**src/rtl/core/mpzc_pkg.sv**
```systemverilog
// Package for the mono page to RGB565 zone colour block.
// Holds beat structs, config register indexes and zone colour constants; no dependencies.
package mpzc_pkg;

    localparam int ROWS_PER_PAGE = 8;
    localparam int BIT_IDX_W     = 3;
    localparam int ROW_W         = 6;
    localparam int CFG_IDX_W     = 3;
    localparam int CFG_DATA_W    = 16;

    localparam logic [ROW_W-1:0] FRAME_TOP    = 6'd37;
    localparam logic [ROW_W-1:0] FRAME_BOTTOM = 6'd48;
    localparam logic [ROW_W-1:0] LINE_TOP     = 6'd62;
    localparam logic [6:0]       LOGO_WIDTH   = 7'd47;
    localparam logic [6:0]       BAR_LEFT     = 7'd37;

    typedef enum logic [CFG_IDX_W-1:0] {
        CFG_THEME_SELECT = 3'd0,
        CFG_BACKGROUND   = 3'd1,
        CFG_UI           = 3'd2,
        CFG_KILL_FORE    = 3'd3,
        CFG_KILL_BACK    = 3'd4
    } t_cfg_idx;

    typedef enum logic [1:0] {
        THEME_STATUS = 2'd0,
        THEME_KILL   = 2'd1,
        THEME_BOOT_A = 2'd2,
        THEME_BOOT_B = 2'd3
    } t_theme;

    typedef struct packed {
        logic [6:0] column_index;
        logic [2:0] page_row;
        logic [7:0] page_bits;
    } t_in_beat;

    typedef struct packed {
        logic [8:0]  dest_x;
        logic [7:0]  dest_y;
        logic [15:0] pixel_colour;
        logic        last_of_byte;
    } t_out_beat;

    typedef struct packed {
        t_theme      theme_select;
        logic [15:0] background_colour;
        logic [15:0] ui_colour;
        logic [15:0] kill_fore_colour;
        logic [15:0] kill_back_colour;
    } t_cfg;

    function automatic logic [15:0] to565(input logic [23:0] rgb);
        to565 = {rgb[23:19], rgb[15:10], rgb[7:3]};
    endfunction

    localparam logic [15:0] COL_LOGO   = to565(24'h75aec4);
    localparam logic [15:0] COL_DARK   = to565(24'h001b33);
    localparam logic [15:0] COL_PALE   = to565(24'hbaffec);
    localparam logic [15:0] COL_YELLOW = to565(24'hedff72);

endpackage

```
**src/rtl/core/mpzc_cfg.sv**
```systemverilog
// Configuration register file for the zone colour block.
// Depends on mpzc_pkg for register indexes and the t_cfg struct.
module mpzc_cfg
    import mpzc_pkg::*;
(
    input  logic                  i_clk,
    input  logic                  i_rst_n,
    input  logic                  i_cfg_we,
    input  logic [CFG_IDX_W-1:0]  i_cfg_index,
    input  logic [CFG_DATA_W-1:0] i_cfg_data,
    output t_cfg                  o_cfg
);

    t_cfg r_cfg;

    always_ff @(posedge i_clk) begin
        if (!i_rst_n) begin
            r_cfg.theme_select      <= THEME_STATUS;
            r_cfg.background_colour <= 16'h0000;
            r_cfg.ui_colour         <= 16'hFFFF;
            r_cfg.kill_fore_colour  <= 16'hFFE0;
            r_cfg.kill_back_colour  <= 16'hF800;
        end else if (i_cfg_we) begin
            case (i_cfg_index)
                CFG_THEME_SELECT: r_cfg.theme_select      <= t_theme'(i_cfg_data[1:0]);
                CFG_BACKGROUND:   r_cfg.background_colour <= i_cfg_data;
                CFG_UI:           r_cfg.ui_colour         <= i_cfg_data;
                CFG_KILL_FORE:    r_cfg.kill_fore_colour  <= i_cfg_data;
                CFG_KILL_BACK:    r_cfg.kill_back_colour  <= i_cfg_data;
                default: begin
                end
            endcase
        end
    end

    assign o_cfg = r_cfg;

endmodule

```
**src/rtl/core/mpzc_colour.sv**
```systemverilog
// Colour selection for one source pixel: theme, zone lookup and lit bit.
// Depends on mpzc_pkg for the t_cfg struct and zone constants.
module mpzc_colour
    import mpzc_pkg::*;
(
    input  t_cfg             i_cfg,
    input  logic [6:0]       i_col,
    input  logic [ROW_W-1:0] i_row,
    input  logic             i_lit,
    output logic [15:0]      o_colour
);

    logic [15:0] zone_fore;
    logic [15:0] fore;
    logic [15:0] back;

    always_comb begin
        if (i_row < FRAME_TOP) begin
            zone_fore = (i_col < LOGO_WIDTH) ? COL_LOGO : COL_DARK;
        end else if (i_row < FRAME_BOTTOM) begin
            zone_fore = COL_PALE;
        end else if (i_row < LINE_TOP) begin
            zone_fore = (i_col < BAR_LEFT) ? COL_DARK : COL_YELLOW;
        end else begin
            zone_fore = COL_PALE;
        end
    end

    always_comb begin
        case (i_cfg.theme_select)
            THEME_KILL: begin
                fore = i_cfg.kill_fore_colour;
                back = i_cfg.kill_back_colour;
            end
            THEME_BOOT_A, THEME_BOOT_B: begin
                fore = COL_DARK;
                back = i_cfg.background_colour;
            end
            default: begin
                fore = zone_fore;
                back = i_cfg.background_colour;
            end
        endcase
    end

    assign o_colour = i_lit ? fore : back;

endmodule

```
**src/rtl/core/mono_page_to_rgb565_zone_colour.sv**
```systemverilog
// Mono page byte to RGB565 3x3 block stream, top level.
// Each byte is held in the input register; its beats load the output register in turn,
// one beat per cycle while i_out_stall is low, as the bit counter steps the held byte.
// The next byte is taken on the cycle the eighth beat loads the output register.
// Reset: synchronous active low; clears control state and config to defaults.
module mono_page_to_rgb565_zone_colour
    import mpzc_pkg::*;
(
    input  logic                  i_clk,
    input  logic                  i_rst_n,
    input  logic                  i_in_valid,
    output logic                  o_in_stall,
    input  t_in_beat              i_in_data,
    output logic                  o_out_valid,
    input  logic                  i_out_stall,
    output t_out_beat             o_out_data,
    input  logic                  i_cfg_we,
    input  logic [CFG_IDX_W-1:0]  i_cfg_index,
    input  logic [CFG_DATA_W-1:0] i_cfg_data
);

    t_cfg                 cfg;
    t_in_beat             r_in;
    logic                 r_busy;
    logic [BIT_IDX_W-1:0] r_n;
    logic                 r_out_valid;
    t_out_beat            r_out;
    t_out_beat            n_out;
    logic                 adv;
    logic                 take;
    logic                 last;
    logic                 in_acc;
    logic [ROW_W-1:0]     row;
    logic [15:0]          colour;

    mpzc_cfg u_cfg (
        .i_clk       (i_clk),
        .i_rst_n     (i_rst_n),
        .i_cfg_we    (i_cfg_we),
        .i_cfg_index (i_cfg_index),
        .i_cfg_data  (i_cfg_data),
        .o_cfg       (cfg)
    );

    assign row = {r_in.page_row, r_n};

    mpzc_colour u_colour (
        .i_cfg    (cfg),
        .i_col    (r_in.column_index),
        .i_row    (row),
        .i_lit    (r_in.page_bits[r_n]),
        .o_colour (colour)
    );

    assign adv        = !r_out_valid || !i_out_stall;
    assign take       = r_busy && adv;
    assign last       = (r_n == BIT_IDX_W'(ROWS_PER_PAGE - 1));
    assign o_in_stall = r_busy && !(take && last);
    assign in_acc     = i_in_valid && !o_in_stall;

    always_comb begin
        n_out.dest_x       = {1'b0, r_in.column_index, 1'b0} + {2'b00, r_in.column_index};
        n_out.dest_y       = {1'b0, row, 1'b0} + {2'b00, row};
        n_out.pixel_colour = colour;
        n_out.last_of_byte = last;
    end

    always_ff @(posedge i_clk) begin
        if (!i_rst_n) begin
            r_busy      <= 1'b0;
            r_n         <= '0;
            r_out_valid <= 1'b0;
        end else begin
            if (in_acc) begin
                r_busy <= 1'b1;
            end else if (take && last) begin
                r_busy <= 1'b0;
            end
            if (in_acc) begin
                r_n <= '0;
            end else if (take) begin
                r_n <= r_n + 1'b1;
            end
            if (adv) begin
                r_out_valid <= r_busy;
            end
        end
    end

    always_ff @(posedge i_clk) begin
        if (in_acc) begin
            r_in <= i_in_data;
        end
        if (take) begin
            r_out <= n_out;
        end
    end

    assign o_out_valid = r_out_valid;
    assign o_out_data  = r_out;

    a_accept_starts_byte: assert property (@(posedge i_clk) disable iff (!i_rst_n)
        in_acc |=> r_busy && (r_n == '0))
        else $error("accepted byte did not start at bit zero");

    a_idle_counter_clear: assert property (@(posedge i_clk) disable iff (!i_rst_n)
        !r_busy |-> (r_n == '0))
        else $error("bit counter nonzero while idle");

    a_last_flagged: assert property (@(posedge i_clk) disable iff (!i_rst_n)
        take && last |=> r_out_valid && r_out.last_of_byte)
        else $error("eighth beat not flagged as last");

    a_mid_byte_busy: assert property (@(posedge i_clk) disable iff (!i_rst_n)
        r_out_valid && !r_out.last_of_byte |-> r_busy)
        else $error("byte released before its last beat");

endmodule
```
**config.mk**
```make
export PLATFORM = sky130hd
export DESIGN_NAME = mono_page_to_rgb565_zone_colour
export DESIGN_NICKNAME = d
export VERILOG_FILES = /design/src/rtl/core/mpzc_pkg.sv /design/src/rtl/core/mpzc_cfg.sv /design/src/rtl/core/mpzc_colour.sv /design/src/rtl/core/mono_page_to_rgb565_zone_colour.sv
export SDC_FILE = /design/constraint.sdc
export NUM_CORES = 1
export LEC_CHECK = 0
export BUFFER_PORTS_ARGS = -buffer_cell sky130_fd_sc_hd__clkbuf_2
export CAP_MARGIN = 20
export CORE_MARGIN = 8
export CORE_UTILIZATION = 31
export DETAILED_ROUTE_END_ITERATION = 10
export PLACE_DENSITY_LB_ADDON = 0.1
export SYNTH_ARGS = -nofsm -noshare
export SYNTH_HDL_FRONTEND = slang
export SYNTH_SLANG_ARGS = --single-unit
```
**constraint.sdc**
```tcl
create_clock -name i_clk -period 5.8 [get_ports i_clk]
set_input_delay 0.58 -clock i_clk [delete_from_list [all_inputs] [get_ports i_clk]]
set_output_delay 0.58 -clock i_clk [all_outputs]
set_load 0.005 [all_outputs]
```
==> reports/results.ini <==
[sta]
worst_pin_slew_ps = 993.3
finalWorstSetupSlack_ps = 3237
finalClockSkew_ps = 8.742
final.setup.tns_ps = 0
rsz0062_at_grt = no
fmax_mhz = 390.1
maxSlewViolCount = 0
finalHoldViolCount = 0
relSlewSlack_pct = 33.78
fin_crit_sh_pct = 44.20
setup_viol = 0
fin_crit_ps = 2563

[logic_synthesis]
syn-num-nets = 522
synth_compound_area_share_pct = 11.84
synth_top_area_share_pct = 31.84
synth_area_leader_cell = edfxtp_1
ys_ff_latch = 107
netlist_instances = 454
ys_top_cells_by_area = edfxtp_1 32%, dfxtp_1 22%, nand2_1 8.2%
synth_warnings = 0
synth_area_per_cell_um2 = 10.80
yosysSeqAreaShare_pct = 54.30
netlist_area_um2 = 4903
synth_cell_types = 46
synth_fa_ha_area_share_pct = 6.941
synth_mux_area_share_pct = 5.256
synth-simple-area-share_pct = 17.10
synth_xor_area_share_pct = 1.429
synth_top_family_by_area = simple AND/OR/NAND/NOR gates

[cts]
h-tree-depth = 3
worst_skew_pair.late_latency_ps = 350
clock_sinks = 107
cts-buffers-inserted = 9
cts_buffer_depth = 2
cts_hold_buf = 0
post-cts-setup-buffers = 0
cts.repair.resized = 0
clk_pin_slew_ps = 80
root_buffer = clkbuf_16
cts_tree = done

[layout]
multi_input_area_um2 = 2093
layout_commonest_cell = nand2_1
final_nets = 589
area_growth_pct = 17.12
drive_gt1_share_pct = 21.48
antenna_cells = 0
instances_no_fill = 742
nFillCells = 1610
layout_common_cells = 107 x nand2_1, 77 x clkbuf_2, 55 x dfxtp_1
seq_area_um2 = 2663

[worst_setup_path]
cp_cell_sequence = mux2_4 -> or3_4 -> nand4_4 -> mux2_1 -> o221a_1
critPathMaxStageDelay_ps = 600
crit_type = reg2reg
worstPathArrival_ps = 2670
crit_path_start_kind = register
crit_slowest_cell = dfxtp_1
cp_max_fo = 33
endpoint_kind = register
cp.required_ps = 5900

[die]
start_util_pct = 31.32
die_x_um = 141.8
dieArea_um2 = 20100
io_pins = 78
core_area_um2 = 15660
die_h_um = 141.8
rows = 46

[global_routing]
first_global_vias = 3439
track_usage_pct = 12.33
grt_pass1_wl_um = 19040
antenna_found_initial = 0
grt.overflow.total = 0
grt_max_degree = 54

[placed_design]
hpwl_um = 7748
placed_cells = 725
place_congestion = 0.6957
dp_slack_ps = 3225
portBuffers = 77

[job]
drv_cap = 0

[power]
power_density_nw_per_um2 = 279.3
irDropWorstVdd_mv = 0.1814
p_leak_nw = 2.349

[detailed_routing]
drt-wirelength-per-cell_um = 16.07
via_count = 3370
drtPass1Iterations = 4
routed_wl_um = 11920
avgViaCountPerCell = 4.542
drc_errors = 0
drt_iter0_drc = 219
ant_nets = 0

[min_path]
min_path_type = in2reg

[status]
status = finished, final reports clean

-- final timing paths --
kind                         from              end  slack, ps  depth (start not counted)
hold / removal      i_in_data[16]         r_in[16]        400                          1
setup reg to reg           r_n[1]    o_out_data[2]       3240                          5
hold reg to reg   u_cfg.o_cfg[58]  u_cfg.o_cfg[58]        460                          2
setup / recovery           r_n[1]    o_out_data[2]       3240                          5
-- registers in the layout (all words and copies together), names as in the netlist --
register	count
u_cfg.o_cfg	50
o_out_data	34
r_in	18
r_n	3
o_out_valid	1
r_busy	1
-- worst max-delay path, delay by kind of cell (launching register included) --
family / cells / cell delay (ps)
compound gates: 1 / 220
flops: 1 / 600
mux: 2 / 720
simple gates: 2 / 770
-- where the power goes --
part	total (W)	switching [W]	internal, W	leakage, nW
combinational	0.000175	0.0000994	0.0000761	1.27
sequential	0.000857	0.0000184	0.000838	0.945
clock	0.000572	0.000281	0.000291	0.134
total	0.00160	0.000399	0.00121	2.35
-- cells in the mapped netlist (all sizes together) --
cell type	instances
a311oi	1
nor3	3
mux2	3
nand4b	4
o31a	1
o21a	4
dfxtp	55
and3	2
buf	5
edfxtp	52
o21ai	7
nand4	1
or2	1
nor2b	10
o21bai	3
fa	2
xnor2	4
nor2	10
a21o	4
a22oi	1
nand2b	6
a21oi	8
and2	3
inv	9
or3b	1
ha	24
a21boi	33
o221a	1
o211ai	11
clkbuf	18
a31o	1
nand2	107
or3	1
xor2	4
o31ai	1
nand3	30
mux2i	22
nor3b	1
-- stage by stage --
step / power [W] / utilization (%) / instance area [µm²] / hold WS, ps
6_report: 0.001604 / 36.68 / 5743 / 396.9
5_1_grt: 0.001677 / 36.68 / 5743 / 377.5
4_1_cts: 0.001629 / 36.51 / 5715 / 381.3
3_5_place_dp: 0.001053 / 34.83 / 5453 / 445.3
3_3_place_gp: 0.001050 / 34.83 / 5453 / 441.4
2_1_floorplan: 0.0009828 / - / 4903 / 431.6
-- cells by family after synthesis --
kind of cell | count (synthesis)
flops | 107
mux | 25
buf+inv | 32
simple gates | 180
fa+ha+maj | 26
xor+xnor | 8
compound gates | 76
-- per-layer routing --
metal  wire length [µm]  GRT usage, %
met5                  0             0
met4                127         3.335
met3                676         4.066
met2               5553         19.93
met1               5565         15.43
-- final cells by class --
cell class	count	area share (%)
inverters	9	0.5882
clock buffers	11	4.052
well taps	216	4.706
flip-flops and latches	107	46.36
repair buffers	79	7.320
clock inverters	5	0.5229
multi-input cells	315	36.45
(Power assumes the default switching activity.)
